==> src/hdl/scba_pkg.sv <==
package scba_pkg;

    localparam int DEFAULT_NUM_BLOCKS = 16;

    // size classes 32 .. 4096 bytes, class index c = log2(size) - 5
    localparam int MIN_CLASS     = 5;
    localparam int NUM_CLASSES   = 8;
    localparam int CLASS_W       = 3;
    localparam int MAX_CHUNKS    = 128;     // chunks per block in the smallest class
    localparam int MAX_REQUEST   = 4096;
    localparam int BLOCK_SHIFT   = 15;      // 32 KiB block stride
    localparam int CLASS_SHIFT   = 12;      // 4 KiB class region stride

    localparam int REQ_W   = 16;
    localparam int ADDR_W  = 32;
    localparam int BYTES_W = 13;
    localparam int TDATA_IN_W  = 16;
    localparam int TDATA_OUT_W = 48;

    typedef enum logic [1:0] {
        ST_IDLE = 2'b01,
        ST_EVAL = 2'b10
    } state_t;

    typedef struct packed {
        logic load_req;
        logic commit;
    } cmd_t;

endpackage

==> src/hdl/scba_ctrl.sv <==
module scba_ctrl (
    input  logic            clk,
    input  logic            rst_n,
    input  logic            s_tvalid,
    output logic            s_tready,
    output logic            m_tvalid,
    input  logic            m_tready,
    output scba_pkg::cmd_t  cmd
);

    scba_pkg::state_t state_reg, state_next;
    logic             m_tvalid_reg, m_tvalid_next;
    logic             out_free;

    assign out_free = !m_tvalid_reg || m_tready;
    assign s_tready = (state_reg == scba_pkg::ST_IDLE);
    assign m_tvalid = m_tvalid_reg;

    always_comb
    begin
        state_next    = state_reg;
        m_tvalid_next = m_tvalid_reg && !m_tready;
        cmd.load_req  = 1'b0;
        cmd.commit    = 1'b0;
        unique case (state_reg)
            scba_pkg::ST_IDLE:
            begin
                if (s_tvalid)
                begin
                    cmd.load_req = 1'b1;
                    state_next   = scba_pkg::ST_EVAL;
                end
            end
            scba_pkg::ST_EVAL:
            begin
                // result goes out once the output register is free
                if (out_free)
                begin
                    cmd.commit    = 1'b1;
                    m_tvalid_next = 1'b1;
                    state_next    = scba_pkg::ST_IDLE;
                end
            end
            default:
            begin
                state_next = scba_pkg::ST_IDLE;
            end
        endcase
    end

    always_ff @(posedge clk or negedge rst_n)
    begin
        if (!rst_n)
        begin
            state_reg    <= scba_pkg::ST_IDLE;
            m_tvalid_reg <= 1'b0;
        end
        else
        begin
            state_reg    <= state_next;
            m_tvalid_reg <= m_tvalid_next;
        end
    end

    a_accept_to_eval: assert property (@(posedge clk) disable iff (!rst_n)
        (s_tvalid && s_tready) |=> (state_reg == scba_pkg::ST_EVAL))
        else $error("accepted word did not start evaluation");

    a_commit_shows: assert property (@(posedge clk) disable iff (!rst_n)
        cmd.commit |=> m_tvalid_reg)
        else $error("committed result not presented");

endmodule

==> src/hdl/scba_dp.sv <==
module scba_dp #(
    parameter int NUM_BLOCKS = scba_pkg::DEFAULT_NUM_BLOCKS
) (
    input  logic                         clk,
    input  logic                         rst_n,
    input  scba_pkg::cmd_t               cmd,
    input  logic [scba_pkg::REQ_W-1:0]   request_bytes,
    input  logic                         cfg_we,
    input  logic [scba_pkg::ADDR_W-1:0]  cfg_wdata,
    output logic                         granted,
    output logic [scba_pkg::ADDR_W-1:0]  chunk_address,
    output logic [scba_pkg::BYTES_W-1:0] chunk_bytes
);

    // allocation is strictly first fit with no free, so the map of each class
    // is a prefix of set bits; one fill count per class stands in for it
    localparam int LIMIT_MAX = NUM_BLOCKS * scba_pkg::MAX_CHUNKS;
    localparam int CNT_W     = $clog2(LIMIT_MAX + 1);

    logic [scba_pkg::REQ_W-1:0]   req_reg;
    logic [scba_pkg::ADDR_W-1:0]  base_reg;
    logic [CNT_W-1:0]             cnt_reg [scba_pkg::NUM_CLASSES];
    logic                         granted_reg;
    logic [scba_pkg::ADDR_W-1:0]  addr_reg;
    logic [scba_pkg::BYTES_W-1:0] bytes_reg;

    logic [11:0]                  req_m1;
    logic [scba_pkg::CLASS_W-1:0] cls;
    logic                         size_ok;
    logic [CNT_W-1:0]             fill;
    logic [CNT_W-1:0]             limit;
    logic [CNT_W-1:0]             mask;
    logic                         grant;
    logic [scba_pkg::ADDR_W-1:0]  blk_off;
    logic [scba_pkg::ADDR_W-1:0]  slot_off;
    logic [scba_pkg::ADDR_W-1:0]  cls_off;
    logic [scba_pkg::ADDR_W-1:0]  addr_next;
    logic [scba_pkg::BYTES_W-1:0] bytes_next;

    assign size_ok = (req_reg != '0) &&
                     (req_reg <= scba_pkg::REQ_W'(scba_pkg::MAX_REQUEST));
    assign req_m1  = 12'(req_reg - 16'd1);

    // smallest class that holds the request
    always_comb
    begin
        cls = '0;
        for (int j = scba_pkg::MIN_CLASS; j < 12; j++)
        begin
            if (req_m1[j])
            begin
                cls = scba_pkg::CLASS_W'(j - (scba_pkg::MIN_CLASS - 1));
            end
        end
    end

    assign fill  = cnt_reg[cls];
    assign limit = CNT_W'(LIMIT_MAX) >> cls;
    assign mask  = CNT_W'((scba_pkg::MAX_CHUNKS >> cls) - 1);
    assign grant = size_ok && (fill < limit);

    assign blk_off  = scba_pkg::ADDR_W'(fill >> (3'd7 - cls)) << scba_pkg::BLOCK_SHIFT;
    assign slot_off = scba_pkg::ADDR_W'(fill & mask) << (4'(cls) + 4'd5);
    assign cls_off  = scba_pkg::ADDR_W'(cls) << scba_pkg::CLASS_SHIFT;

    assign addr_next  = grant ? (base_reg + blk_off + cls_off + slot_off) : '0;
    assign bytes_next = grant ? (scba_pkg::BYTES_W'(1) << (4'(cls) + 4'd5)) : '0;

    always_ff @(posedge clk or negedge rst_n)
    begin
        if (!rst_n)
        begin
            base_reg <= '0;
            req_reg  <= '0;
            for (int i = 0; i < scba_pkg::NUM_CLASSES; i++)
            begin
                cnt_reg[i] <= '0;
            end
        end
        else
        begin
            if (cfg_we)
            begin
                base_reg <= cfg_wdata;
            end
            if (cmd.load_req)
            begin
                req_reg <= request_bytes;
            end
            if (cmd.commit && grant)
            begin
                cnt_reg[cls] <= fill + CNT_W'(1);
            end
        end
    end

    always_ff @(posedge clk)
    begin
        if (cmd.commit)
        begin
            granted_reg <= grant;
            addr_reg    <= addr_next;
            bytes_reg   <= bytes_next;
        end
    end

    assign granted       = granted_reg;
    assign chunk_address = addr_reg;
    assign chunk_bytes   = bytes_reg;

    a_refused_zero: assert property (@(posedge clk) disable iff (!rst_n)
        (cmd.commit && !grant) |=> (addr_reg == '0 && bytes_reg == '0 && !granted_reg))
        else $error("refused word carries nonzero payload");

    a_fill_bound: assert property (@(posedge clk) disable iff (!rst_n)
        fill <= limit)
        else $error("class fill count past heap capacity");

    a_fill_step: assert property (@(posedge clk) disable iff (!rst_n)
        (cmd.commit && grant) |=> (cnt_reg[$past(cls)] == $past(fill) + CNT_W'(1)))
        else $error("grant did not advance its class count");

endmodule

==> src/hdl/size_class_bitmap_allocator.sv <==
// a word accepted in idle moves to the evaluate step, whose result shows on m_tvalid once the output register is free
// the next word is taken while the result waits; no word is taken during the evaluate step
// a stalled output holds the evaluate step, the fill count lookup is combinational
// reset (rst_n, async, active low): every chunk free, heap_base 0, no word pending
module size_class_bitmap_allocator #(
    parameter int NUM_BLOCKS = scba_pkg::DEFAULT_NUM_BLOCKS
) (
    input  logic                             clk,
    input  logic                             rst_n,
    input  logic                             s_tvalid,
    output logic                             s_tready,
    input  logic [scba_pkg::TDATA_IN_W-1:0]  s_tdata,   // request_bytes
    output logic                             m_tvalid,
    input  logic                             m_tready,
    output logic [scba_pkg::TDATA_OUT_W-1:0] m_tdata,   // granted, chunk_address, chunk_bytes
    input  logic                             cfg_we,
    input  logic [scba_pkg::ADDR_W-1:0]      cfg_wdata
);

    scba_pkg::cmd_t               cmd;
    logic                         granted;
    logic [scba_pkg::ADDR_W-1:0]  chunk_address;
    logic [scba_pkg::BYTES_W-1:0] chunk_bytes;

    scba_ctrl u_ctrl (
        .clk      (clk),
        .rst_n    (rst_n),
        .s_tvalid (s_tvalid),
        .s_tready (s_tready),
        .m_tvalid (m_tvalid),
        .m_tready (m_tready),
        .cmd      (cmd)
    );

    scba_dp #(
        .NUM_BLOCKS (NUM_BLOCKS)
    ) u_dp (
        .clk           (clk),
        .rst_n         (rst_n),
        .cmd           (cmd),
        .request_bytes (s_tdata),
        .cfg_we        (cfg_we),
        .cfg_wdata     (cfg_wdata),
        .granted       (granted),
        .chunk_address (chunk_address),
        .chunk_bytes   (chunk_bytes)
    );

    assign m_tdata = {2'b00, chunk_bytes, chunk_address, granted};

endmodule
==> config.mk <==
export PLATFORM = sky130hd
export DESIGN_NAME = size_class_bitmap_allocator
export DESIGN_NICKNAME = d
export VERILOG_FILES = /design/src/hdl/scba_pkg.sv /design/src/hdl/scba_ctrl.sv /design/src/hdl/scba_dp.sv /design/src/hdl/size_class_bitmap_allocator.sv
export SDC_FILE = /design/constraint.sdc
export NUM_CORES = 1
export LEC_CHECK = 0
export ABC_AREA = 1
export CORE_ASPECT_RATIO = 0.5
export CORE_MARGIN = 10
export CORE_UTILIZATION = 36
export CTS_BUF_LIST = sky130_fd_sc_hd__clkbuf_2
export DETAILED_ROUTE_END_ITERATION = 10
export DONT_BUFFER_PORTS = 1
export PLACE_DENSITY = 0.5
export SETUP_SLACK_MARGIN = 0.4
export SYNTH_ARGS = -nofsm -noshare
export SYNTH_HDL_FRONTEND = slang
export SYNTH_HIERARCHICAL = 1
export SYNTH_SLANG_ARGS = --single-unit
==> constraint.sdc <==
create_clock -name clk -period 16.7 [get_ports clk]
set_input_delay 2.505 -clock clk [delete_from_list [all_inputs] [get_ports clk]]
set_output_delay 2.505 -clock clk [all_outputs]
set_load 0.01 [all_outputs]
Word level (Yosys, flattened, before mapping)
Index checks and enable logic that the tools add are counted.
{"block": "totals", "register_bits": 193, "latch_bits": 0, "mem_bits_rw": 0, "rom_bits": 0, "in_bits": 53, "out_inout_bits": 50, "elab_cells": 70, "memories": 0}
{"block": "op_classes", "n_addsub": 8, "n_mul": 0, "div_mod_pow": 0, "order_cmp": 4, "eq_ne": 4, "n_shift": 5, "mux": 22, "n_bitwise": 2, "n_reduce_logical": 10}
{"op": "$bwmux 96", "n": 1}
{"op": "$add 32x32->32", "n": 2}
{"op": "$bmux 12 s3", "n": 1}
{"op": "$demux 12 s3", "n": 1}
{"op": "$mux 12", "n": 3}
{"op": "$add 32x15->32", "n": 1}
{"op": "$shl 32x4->32", "n": 1}
{"op": "$mux 3", "n": 6}
{"op": "$shr 12x3->17", "n": 1}
{"op": "$le 16x13->1 const B", "n": 1}
{"op": "$reduce_bool 16->1", "n": 1}
{"op": "$shl 1x4->13 const A", "n": 1}
{"op": "$add 12x1->12 const B", "n": 1}
{"op": "$and 12x12->12", "n": 1}
{"op": "$lt 12x12->1", "n": 1}
{"op": "$shr 12x3->12 const A", "n": 1}
{"op": "$shr 8x3->12 const A", "n": 1}
{"op": "$sub 12x1->12 const B", "n": 1}
{"op": "$sub 12x2->12 const B", "n": 1}
{"op": "$mux 1", "n": 7}
{"op": "$logic_and 1x1->1", "n": 5}
{"op": "$add 3x3->4 const B", "n": 1}
{"op": "$ge 4x4->1 const B", "n": 1}
{"op": "$lt 4x1->1 const B", "n": 1}
{"op": "11 further kinds", "n": 13}

Longest topological paths before layout
Gate-level depths: netlist of run 1.
{"block": "logic_depth", "ltp_word": 16, "depth_mapped": 43, "ltp_nobuf": 41}

Cells and area by module
The synthesis of run 1 kept the hierarchy.
{"mod": "scba_dp", "instances": 1, "cells_each": 1601, "area_per_inst_um2": 12523.3, "seq_area_each_um2": 4984.8}
{"mod": "scba_ctrl", "instances": 1, "cells_each": 21, "area_per_inst_um2": 146.4, "seq_area_each_um2": 76.3}
{"mod": "size_class_bitmap_allocator", "instances": 1, "cells_each": 4, "area_per_inst_um2": 26.3, "seq_area_each_um2": 0.0}

Worst setup path before layout of run 1
OpenSTA, ideal clock, no wires.
{"block": "synth_path", "path_kind": "reg-to-reg", "from": "register u_dp/req_reg[0] (netlist bit)", "to": "register u_dp.addr_reg (netlist bit u_dp/chunk_address[21]), data pin", "setup_ns": 0.266, "arrival_time_ns": 5.757, "required_time_ns": 16.434, "path_slack_ns": 10.677, "path_stages_with_launch": 38, "n_path_buf": 5, "synth_period_minus_slack_ns": 6.023, "path_cell_list": "dfrtp_1 -> nor2_4 -> nand2_2 -> nor2_2 -> nand2_1 -> nand2_1 -> inv_2 -> nand2_4 -> nand2_2 -> nand2_4 -> nand2_2 -> buf_4 -> buf_2 -> buf_1 -> ha_1 -> ha_1 -> clkbuf_1 -> clkinv_1 -> [2 not listed] -> ha_1 -> ha_1 -> fa_1 -> nand3_1 -> nand3_1 -> nand2_1 -> nand2_1 -> a21oi_1 -> o21ai_0 -> a21boi_0 -> o21ai_0 -> nand2_1 -> nand3_1 -> nand2_1 -> o21ai_0 -> xor2_1 -> inv_1 -> nor2_1"}
{"block": "synth_between", "elab_chain_cells": 16, "elab_cells_between_ends": 28, "classes_between": "add/sub (7); order compare (2); shift (4); mux (10); bitwise (2); reduce/logical (3)"}
{"element": "start: declaration", "line_no": "scba_dp.sv:20", "source": "logic [scba_pkg::REQ_W-1:0] req_reg;"}
{"element": "start signal: assignment", "line_no": "scba_dp.sv:88", "source": "req_reg <= request_bytes;"}
{"element": "$sub 12x1->12", "line_no": "scba_dp.sv:42", "source": "assign req_m1 = 12'(req_reg - 16'd1);"}
{"element": "$mux 1", "line_no": "scba_dp.sv:50", "source": "if (req_m1[j])"}
{"element": "$mux 3 (6 in a row)", "line_no": "scba_dp.sv:50"}
{"element": "$not 3->4 (not written as such)", "line_no": "scba_dp.sv:57", "source": "assign fill = cnt_reg[cls];"}
{"element": "$bmux 12 s3", "line_no": "scba_dp.sv:57"}
{"element": "$mux 12 (not written as such) (2 in a row)", "line_no": "scba_dp.sv:57"}
{"element": "$shr 12x3->17", "line_no": "scba_dp.sv:62", "source": "assign blk_off = scba_pkg::ADDR_W'(fill >> (3'd7 - cls)) << scba_pkg::BLOCK_SHIFT;"}
{"element": "$add 32x32->32", "line_no": "scba_dp.sv:66", "source": "assign addr_next = grant ? (base_reg + blk_off + cls_off + slot_off) : '0;"}
{"element": "$add 32x15->32", "line_no": "scba_dp.sv:66"}
{"element": "$add 32x32->32", "line_no": "scba_dp.sv:66"}
{"element": "end signal: assignment", "line_no": "scba_dp.sv:102", "source": "addr_reg <= addr_next;"}
{"element": "end: declaration", "line_no": "scba_dp.sv:24", "source": "logic [scba_pkg::ADDR_W-1:0] addr_reg;"}
Several ways; a longest one is shown, not always the timed one. The select of a mux whose other input is x is not followed.
A chain may end at the register's enable or synchronous reset.

Worst setup path in the final report of run 1
{"block": "layout_path", "from": "register u_dp/req_reg[2] (netlist bit)", "to": "register u_dp.addr_reg (netlist bit u_dp/chunk_address[29]), data pin"}
The elaborated chain is that of the path after synthesis.

==> results of run 1 <==
[worst min-delay path, cell delays in order (launching register included)]
cell	delay (ps)
dfrtp_1	420
nand2_1	50
nand2_1	50
[power breakdown]
part           total (W)  internal, W  switching (W)
sequential      0.000542     0.000519      0.0000230
combinational    0.00146     0.000466       0.000996
clock           0.000259    0.0000759       0.000183
[metrics by stage]
| stage | util | setup slack, ps |
|---|---|---|
| finish | 0.382 | 9140 |
| global route | 0.382 | 8420 |
| CTS | 0.382 | 9200 |
| detailed placement | 0.375 | 9320 |
| global placement | 0.375 | 9470 |
| floorplan | - | 10680 |
[layout make-up]
cell class	instances	area share
tap	475	0.0449
multi-input combinational	1197	0.502
timing repair buffer	8	0.00453
antenna	1	0.000189
sequential	193	0.382
inverter	164	0.0467
clock buffer	18	0.00680
clock inverter	14	0.0127
[worst max-delay path by stage]
stage | start | endpoint | cells past startpoint
after CTS | u_dp/req_reg[3] | u_dp/chunk_address[29] | 28
after floorplan | u_dp/req_reg[0] | u_dp/chunk_address[21] | 37
final | u_dp/req_reg[2] | u_dp/chunk_address[29] | 30
after global placement | u_dp/req_reg[3] | u_dp/chunk_address[29] | 28
after global routing | u_dp/req_reg[5] | u_dp/chunk_address[29] | 29
after detailed placement | u_dp/req_reg[0] | u_dp/chunk_address[29] | 26
[routing by layer]
layer  share of wire  wire, um
met1            0.48     18500
met2            0.44     17100
met3           0.060      2310
met4           0.019       716
met5               0         0
[synth_stat cells (4+ instances only)]
cell type  count
nand2_1      471
nand3_1      220
inv_1        147
dfrtp_1      146
nor2_1       121
ha_1          56
o21ai_0       53
edfxtp_1      46
nand4_1       40
a21oi_1       36
clkbuf_1      28
mux2_2        28
nand2_2       18
buf_2         17
fa_1          16
xor2_1        15
buf_1         13
inv_2         12
o211ai_1      12
nor3_1        11
nand3b_1      10
buf_4          9
mux2i_1        9
nor2_2         9
nor2_4         7
xnor2_1        7
a21o_1         6
buf_6          6
xor2_2         5
nand2_4        4
nor3b_1        4
o21a_1         4
[kinds of logic after synthesis]
logic type                 Yosys count
and+or+nand+nor                    928
buffers and inverters              237
DFF                                193
AOI/OAI and AO/OA                  130
adders and majority gates           72
muxes                               37
xor gates and xnor gates            28
other                                1
==> metrics.yaml, run 1 <==
status: "finished clean"
grt_use_met1: 0.247
hp-start: "u_dp/cnt_reg[86]"
synth-compound-area-share: 0.0604
r2r_setup_slack_ps: 9140
clkSlewWorstSetupHoldPaths_ps: 320
dieHeight_um: 153
num_rows: 48
avgSynthCellArea_um2: 7.81
fin_area_mm2: 0.0132
holdPathStages: 2
min_period_ps: 7560
power_w: 0.00226
dp_hpwl_um: 28000
crit_required_ps: 17410
fin_skew_ps: 63.8
finalMaxSlewViolations: 0
drive_gt1_frac: 0.0885
die_w_um: 286
cp_max_fo: 54
critPathBufInv: 4
power.leakage_nw: 6.56
drc_errors: 0
yosys.area_share.simple: 0.327
ys_ff_latch: 193
crit_arrival_ps: 8280
grt_pass1_vias: 10100
critPathKind: "flop to flop"
n_fill_cell: 3603
hp-class: "flop to flop"
synth.distinct_cells: 60
tns_ps: 0
final_antenna_net_count: 0
root_buffer: "clkbuf_2"
startpoint_type: "flop"
nNetsFinal: 1706
area_delta_synth_final_pct: 4.35
yosys_warnings: 6
cts_buffer_depth: 2
mostFrequentLayoutCell: "nand2_1"
ff_latch_area_mm2: 0.00506
initial_core_util: 0.366
cts.sinks: 193
synthFlopType: "dfrtp_1"
globalRouteMet3Util: 0.0336
clk_latency_ps: 880
cts_tree: "done"
cp_slowest_cell: "clkinv_1"
p_per_area_mw_per_mm2: 171
largest_reg_flops: 96
io_pins: 103
first_pass_iters: 7
rsz0062_at_grt: "false"
wirelength_um: 38600
vias: 10700
cts_max_level: 4
routedWlPerCell_um: 18.7
drt_first_iter_violations: 979
cts_resized: 0
timing.fmax_mhz: 132
synthAdderAreaFrac: 0.0804
grtUsageTotal: 0.174
whs_ps: 523
dieArea_mm2: 0.0436
synth_xor_area_frac: 0.0229
r2r_end: "u_dp/chunk_address[29]"
core_mm2: 0.0347
multiInputGateArea_mm2: 0.00665
routabilityCongestion: 0.864
use_met2: 0.264
peakVddDrop_mv: 0.107
drv_cap: 0
crit_family: "simple AND/OR/NAND/NOR gates"
min_to: "u_dp/cnt_reg[86]"
async_flop_share: 0.762
hold_buffers: 0
fin_crit_sh: 0.453
grt_max_degree: 148
port_buffers: 0
syn_area_mm2: 0.0127
hold_violations: 0
yosysTopAreaCellShare: 0.288
synth_top_cell_by_area: "dfrtp_1"
max_stage_delay_ps: 730
yosysSeqAreaShare: 0.399
rr_startpoint: "u_dp/req_reg[2]"
cts_buffers: 17
fin_cells: 2070
post-cts-setup-buffers: 0
setup_viol: 0
ys_top_cells_by_area: "dfrtp_1, nand2_1, edfxtp_1"
layout_common_cells: "nand2_1, nand3_1, inv_1"
postPlaceCellArea_mm2: 0.0130
synthMuxAreaShare: 0.0319
netlist_instances: 1626
relSlewSlack: 0.318
vias_per_cell: 5.16
antenna_found_initial: 1
rr_worst_depth: 30
gr-total-overflow: 0
worst_setup_path_end_kind: "flop"
busiest_layer: "met2"
dp_cells: 2037
worst_pin_slew_ps: 1020
synth_edf_count: 46
synth_top_family_by_area: "simple AND/OR/NAND/NOR gates"
grt_pass1_wl_um: 59600
(Power assumes the default switching activity.)
==> run 2: changes to the inputs <==
- ABC_AREA: 1 -> 0
- PLACE_DENSITY: 0.5 -> 0.52
- clock period: 16.7 -> 6.5 ns (I/O delays scaled with it)
==> run 2 against run 1 <==
Critical endpoint unchanged; critical path type unchanged; maximum frequency is 22% higher; clock power is 150% higher; clock skew is 7.2 ps higher.
==> metrics.yaml, run 2 <==
status: "finished clean"  # unchanged
post-place-ws_ps: -190  # was 9320 ps
synthFlopType: "dfrtp_1"  # unchanged
drc_errors: 0  # unchanged
mostFrequentLayoutCell: "buf_4"  # was nand2_1
clkSlewWorstSetupHoldPaths_ps: 330  # was 320 ps
largest_reg_flops: 96  # unchanged
postPlaceCellArea_mm2: 0.0137  # was 0.0130 mm^2
worst_pin_slew_ps: 834  # was 1020 ps
avgSynthCellArea_um2: 10.9  # was 7.81 um^2
rr_startpoint: "u_dp/req_reg[3]"  # was u_dp/req_reg[2]
gr-total-overflow: 0  # unchanged
area_delta_synth_final_pct: 22.4  # was 4.35%
worst_setup_path_end_kind: "flop"  # unchanged
hp-class: "input port to flop"  # was flop to flop
io_pins: 103  # unchanged
syn_area_mm2: 0.0120  # was 0.0127 mm^2
cts_tree: "done"  # unchanged
fin_skew_ps: 71.0  # was 63.8 ps
nNetsFinal: 1382  # was 1,706
yosys_warnings: 6  # unchanged
critPathKind: "flop to flop"  # unchanged
setup_ws_ps: 301  # was 9140 ps
fin_crit_sh: 0.954  # was 0.453
startpoint_type: "flop"  # unchanged
die_w_um: 278  # was 286 um
layout_common_cells: "buf_4, dfrtp_1, mux2_2"  # was nand2_1, nand3_1, inv_1
vias: 9295  # was 10,700
dieHeight_um: 149  # was 153 um
yosysSeqAreaShare: 0.421  # was 0.399
grtUsageTotal: 0.169  # was 0.174
cts.sinks: 193  # unchanged
crit_required_ps: 7220  # was 17,410 ps
min_period_ps: 6200  # was 7560 ps
power_switching_w: 0.00260  # was 0.00120 W
vias_per_cell: 5.41  # was 5.16
initial_core_util: 0.365  # was 0.366
pwr-share-comb: 0.647  # was 0.646
finalMaxSlewViolations: 0  # unchanged
num_rows: 47  # was 48
r2r_end: "u_dp/chunk_address[29]"  # unchanged
ys_top_cells_by_count: "dfrtp_1, mux2_2, nand2_1"  # was nand2_1, nand3_1, inv_1
async_flop_share: 0.762  # unchanged
synth_top_cell_by_area: "dfrtp_1"  # unchanged
holdPathStages: 1  # was 2
timing.fmax_mhz: 161  # was 132 MHz
rsz0062_at_grt: "true"  # was false
drt_first_iter_violations: 572  # was 979
cts_buffers: 17  # unchanged
relSlewSlack: 0.444  # was 0.318
drive_gt1_frac: 0.336  # was 0.0885
cp_max_fo: 3  # was 54
synth.distinct_cells: 89  # was 60
peakVddDrop_mv: 0.234  # was 0.107 mV
cts_max_level: 4  # unchanged
wirelength_um: 35300  # was 38,600 um
netlist_instances: 1108  # was 1,626
p_per_area_mw_per_mm2: 393  # was 171 mW/mm^2
clkPwrFrac: 0.111  # was 0.114
cpMostUsedCell: "ha_4"
cts_buffer_depth: 2  # unchanged
final_antenna_net_count: 0  # unchanged
ys_ff_latch: 193  # unchanged
routedWlPerCell_um: 20.5  # was 18.7 um
dp_hpwl_um: 25700  # was 28,000 um
fin_area_mm2: 0.0147  # was 0.0132 mm^2
cp_slowest_cell: "fa_1"  # was clkinv_1
power.leakage_nw: 6.72  # was 6.56 nW
yosysTopAreaCellShare: 0.304  # was 0.288
first_pass_iters: 7  # unchanged
ys_top_cells_by_area: "dfrtp_1, edfxtp_1, mux2_2"  # was dfrtp_1, nand2_1, edfxtp_1
drv_cap: 0  # unchanged
port_buffers: 0  # unchanged
r2r_setup_slack_ps: 300  # was 9140 ps
root_buffer: "clkbuf_2"  # unchanged
hold_violations: 0  # unchanged
p_sw_frac: 0.450  # was 0.531
antenna_found_initial: 2  # was 1
seq_power_share: 0.242  # was 0.240
setup_viol: 0  # unchanged
core_mm2: 0.0330  # was 0.0347 mm^2
yosysMostFrequentCell: "dfrtp_1"  # was nand2_1
p_int_w: 0.00319  # was 0.00106 W
grt_max_degree: 148  # unchanged
clk_latency_ps: 950  # was 880 ps
hp-start: "cfg_we"  # was u_dp/cnt_reg[86]
grt_pass1_vias: 9595  # was 10,100
dieArea_mm2: 0.0416  # was 0.0436 mm^2
grt_pass1_wl_um: 55300  # was 59,600 um
min_to: "u_dp/base_reg[23]"  # was u_dp/cnt_reg[86]
synth_edf_count: 46  # unchanged
n_fill_cell: 3074  # was 3,603
crit_arrival_ps: 6920  # was 8280 ps
max_stage_delay_ps: 520  # was 730 ps
power_w: 0.00579  # was 0.00226 W
routabilityCongestion: 0.883  # was 0.864
rr_worst_depth: 29  # was 30
run 2: metrics by stage:
step / setup TNS, ps / util / cells / hold WS, ps
final: 0 / 0.446 / 1719 / 82.4
after global routing: -69.4 / 0.446 / 1719 / -53.9
after CTS: 0 / 0.435 / 1702 / 3.58
after detailed placement: -462 / 0.414 / 1644 / 474
after global placement: -61.7 / 0.414 / 1644 / 471
after floorplan: 0 / - / 1109 / 454
run 2: cell type report:
| cell class | instances | area [um^2] | share of cell area |
|---|---|---|---|
| multi-input cells | 803 | 7120 | 0.483 |
| flip-flops and latches | 193 | 5060 | 0.344 |
| diodes | 8 | 20.0 | 0.00136 |
| well taps | 441 | 552 | 0.0375 |
| clock buffers | 17 | 85.1 | 0.00578 |
| inverters | 57 | 221 | 0.0150 |
| clock inverters | 15 | 165 | 0.0112 |
| repair buffers | 185 | 1500 | 0.102 |
run 2: power by group through the flow:
stage	Clock, W	Sequential [W]	Combinational (W)
global placement	0	0.00141	0.00323
CTS	0.000673	0.00140	0.00353
detailed placement	0	0.00142	0.00326
finish	0.000643	0.00140	0.00374
floorplan	0	0.00140	0.00215
global route	0.000726	0.00141	0.00408
run 2: worst max path at each step:
stage                          startpoint                endpoint  slack [ps]  cells past startpoint
after CTS                 u_dp/req_reg[4]  u_dp/chunk_address[29]         280                     28
after floorplan           u_dp/req_reg[5]  u_dp/chunk_address[31]          20                     30
after global routing      u_dp/req_reg[5]  u_dp/chunk_address[29]         -50                     32
after detailed placement  u_dp/req_reg[3]  u_dp/chunk_address[31]        -190                     27
after global placement    u_dp/req_reg[1]  u_dp/chunk_address[31]         -50                     25
final                     u_dp/req_reg[3]  u_dp/chunk_address[29]         300                     29
run 2: layer usage:
| layer | routed length (um) | vias to the layer above | global-route usage |
|---|---|---|---|
| li1 | - | 4395 | - |
| met1 | 16900 | 4697 | 0.227 |
| met3 | 1170 | 23 | 0.0283 |
| met2 | 16900 | 180 | 0.284 |
| met4 | 368 | 0 | 0.0378 |
| met5 | 0 | - | 0 |
run 2: critical path: cells and delay by family, from the launching register on:
family	cells	cell delay (ps)
adder cells (fa/ha/maj)	5	1230
multiplexers	2	610
AO/OA/AOI/OAI	12	2070
AND/OR/NAND/NOR	5	1100
flip-flops	1	470
buffers and inverters	4	340
XOR/XNOR	1	160
run 2: kinds of logic after synthesis:
family          synth area share
xor+xnor                  0.0287
simple gates               0.120
fa+ha+maj                 0.0849
flops                      0.421
other cells             0.000312
buf+inv                   0.0415
mux                        0.167
compound gates             0.136
run 2: what timing repair did:
action	in CTS	in global routing
endpoints found under the hold margin	148	0
setup endpoints to repair	17	43
setup buffers	23	9
gates resized for setup	43	62
pin swaps	25	12
hold buffers	3	0
==> run 3: changes to the inputs <==
- BUFFER_PORTS_ARGS: default -> -buffer_cell sky130_fd_sc_hd__buf_2
- DONT_BUFFER_PORTS: 1 -> default
- PLACE_DENSITY: 0.52 -> 0.55
==> run 3 against run 2 <==
Sequential cell count stayed put; setup slack worse by 120 ps; sequential power barely moved; die area unchanged; sequential share of layout area decreased by 0.94 points; critical path depth is the same; clock power shrank 6.5%; via count rose by 4.0%; worst hold slack better by 190 ps; register-to-register slack worse by 120 ps; design area is 2.8% higher; critical endpoint unchanged; largest cell class unchanged; largest power group unchanged.
==> metrics.yaml, run 3 (synthesis gave the netlist of run 2 again) <==
mostFrequentLayoutCell: "buf_4"  # unchanged
cp_slowest_cell: "fa_1"  # unchanged
grt_max_degree: 76  # was 148
postPlaceCellArea_mm2: 0.0141  # was 0.0137 mm^2
min_period_ps: 6320  # was 6200 ps
startpoint_type: "flop"  # unchanged
nNetsFinal: 1469  # was 1,382
area_delta_synth_final_pct: 25.8  # was 22.4%
hold_violations: 0  # unchanged
vias: 9671  # was 9,295
dp_hpwl_um: 26200  # was 25,700 um
drt_first_iter_violations: 612  # was 572
max_stage_delay_ps: 580  # was 520 ps
peakVddDrop_mv: 0.240  # was 0.234 mV
cpMostUsedCell: "buf_4"  # was ha_4
cts.sinks: 193  # unchanged
grtUsageTotal: 0.167  # was 0.169
grt_pass1_vias: 9874  # was 9,595
cts_tree: "done"  # unchanged
fin_area_mm2: 0.0151  # was 0.0147 mm^2
power_w: 0.00595  # was 0.00579 W
worst_setup_path_end_kind: "flop"  # unchanged
status: "finished clean"  # unchanged
relSlewSlack: 0.374  # was 0.444
hp-class: "input port to flop"  # unchanged
final_antenna_net_count: 0  # unchanged
timing.fmax_mhz: 158  # was 161 MHz
cp_max_fo: 13  # was 3
tns_ps: 0  # unchanged
worst_pin_slew_ps: 938  # was 834 ps
clk_latency_ps: 870  # was 950 ps
largest_reg_flops: 96  # unchanged
root_buffer: "clkbuf_2"  # unchanged
antenna_found_initial: 1  # was 2
dieArea_mm2: 0.0416  # unchanged
cts_buffers: 17  # unchanged
io_pins: 103  # unchanged
clkSlewWorstSetupHoldPaths_ps: 310  # was 330 ps
routabilityCongestion: 0.859  # was 0.883
drive_gt1_frac: 0.385  # was 0.336
drv_cap: 0  # unchanged
cts_max_level: 4  # unchanged
setup_viol: 0  # unchanged
crit_required_ps: 7180  # was 7220 ps
port_buffers: 100  # was 0
first_pass_iters: 5  # was 7
fin_crit_sh: 0.972  # was 0.954
fin_skew_ps: 54.2  # was 71.0 ps
rsz0062_at_grt: "true"  # unchanged
post-place-ws_ps: -105  # was -190 ps
routedWlPerCell_um: 19.5  # was 20.5 um
gr-total-overflow: 0  # unchanged
dieHeight_um: 149  # unchanged
crit_arrival_ps: 6990  # was 6920 ps
wirelength_um: 35100  # was 35,300 um
vias_per_cell: 5.38  # was 5.41
die_w_um: 278  # unchanged
num_rows: 47  # unchanged
p_per_area_mw_per_mm2: 394  # was 393 mW/mm^2
grt_pass1_wl_um: 55200  # was 55,300 um
layout_common_cells: "buf_4, dfrtp_1, buf_2"  # was buf_4, dfrtp_1, mux2_2
critPathKind: "flop to flop"  # unchanged
initial_core_util: 0.365  # unchanged
fin_util: 0.459  # was 0.446
finalMaxSlewViolations: 0  # unchanged
n_fill_cell: 3052  # was 3,074
drc_errors: 0  # unchanged
cts_buffer_depth: 2  # unchanged
core_mm2: 0.0330  # unchanged
setup_ws_ps: 184  # was 301 ps
power.leakage_nw: 7.08  # was 6.72 nW
-- run 3: metrics by stage --
| step | std cells | hold slack (ps) |
|---|---|---|
| after floorplan | 1109 | 454 |
| after global placement | 1734 | 471 |
| after detailed placement | 1734 | 478 |
| after CTS | 1783 | 1.65 |
| after global routing | 1799 | 135 |
| final | 1799 | 272 |
-- run 3: power by group --
part           switching (W)  internal (W)  leakage (nW)
logic                0.00215       0.00182          4.53
clock network       0.000472      0.000129         0.141
registers          0.0000570       0.00133          2.40
-- run 3: final timing paths --
path                                   from                     end  slack, ps  cells after the start
max in group asynchronous             rst_n       u_dp/base_reg[19]       4410                      3
min in group asynchronous             rst_n         u_dp/req_reg[0]        640                      2
hold reg to reg            u_dp/cnt_reg[78]        u_dp/cnt_reg[78]        530                      1
setup reg to reg            u_dp/req_reg[2]  u_dp/chunk_address[29]        180                     29
setup / recovery            u_dp/req_reg[2]  u_dp/chunk_address[29]        180                     29
hold / removal                cfg_wdata[30]       u_dp/base_reg[30]        270                      3
-- run 3: area by class of cell --
class                   count  area, um^2  share of cell area
diodes                      1        2.50            0.000165
clock buffers              19        95.1             0.00629
clock inverters            13         139             0.00918
inverters                  57         219              0.0145
multi-input cells         803        7140               0.472
flip-flops and latches    193        5060               0.335
well taps                 441         552              0.0365
repair buffers            272        1920               0.127
-- run 3: per-layer routing --
layer | GRT usage | up-vias | share of wire
met2 | 0.282 | 188 | 0.49
met3 | 0.0362 | 21 | 0.040
li1 | - | 4563 | -
met4 | 0.0333 | 0 | 0.0088
met1 | 0.219 | 4899 | 0.46
met5 | 0 | - | 0
-- run 3: what timing repair did --
action	CTS	global route
pin swaps	29	30
resized for setup	47	68
endpoints found under the setup margin	15	20
setup buffers	17	14
cloned	0	0
endpoints found under the hold margin	0	13
hold buffers	0	1
-- run 3: critical path, delay by kind of cell (launching register included) --
family / cells / cell delay [ps]
AO/OA/AOI/OAI: 11 / 1940
XOR/XNOR: 1 / 160
adder cells (fa/ha/maj): 2 / 790
buffers and inverters: 8 / 1170
flip-flops: 1 / 450
multiplexers: 2 / 780
AND/OR/NAND/NOR: 5 / 860
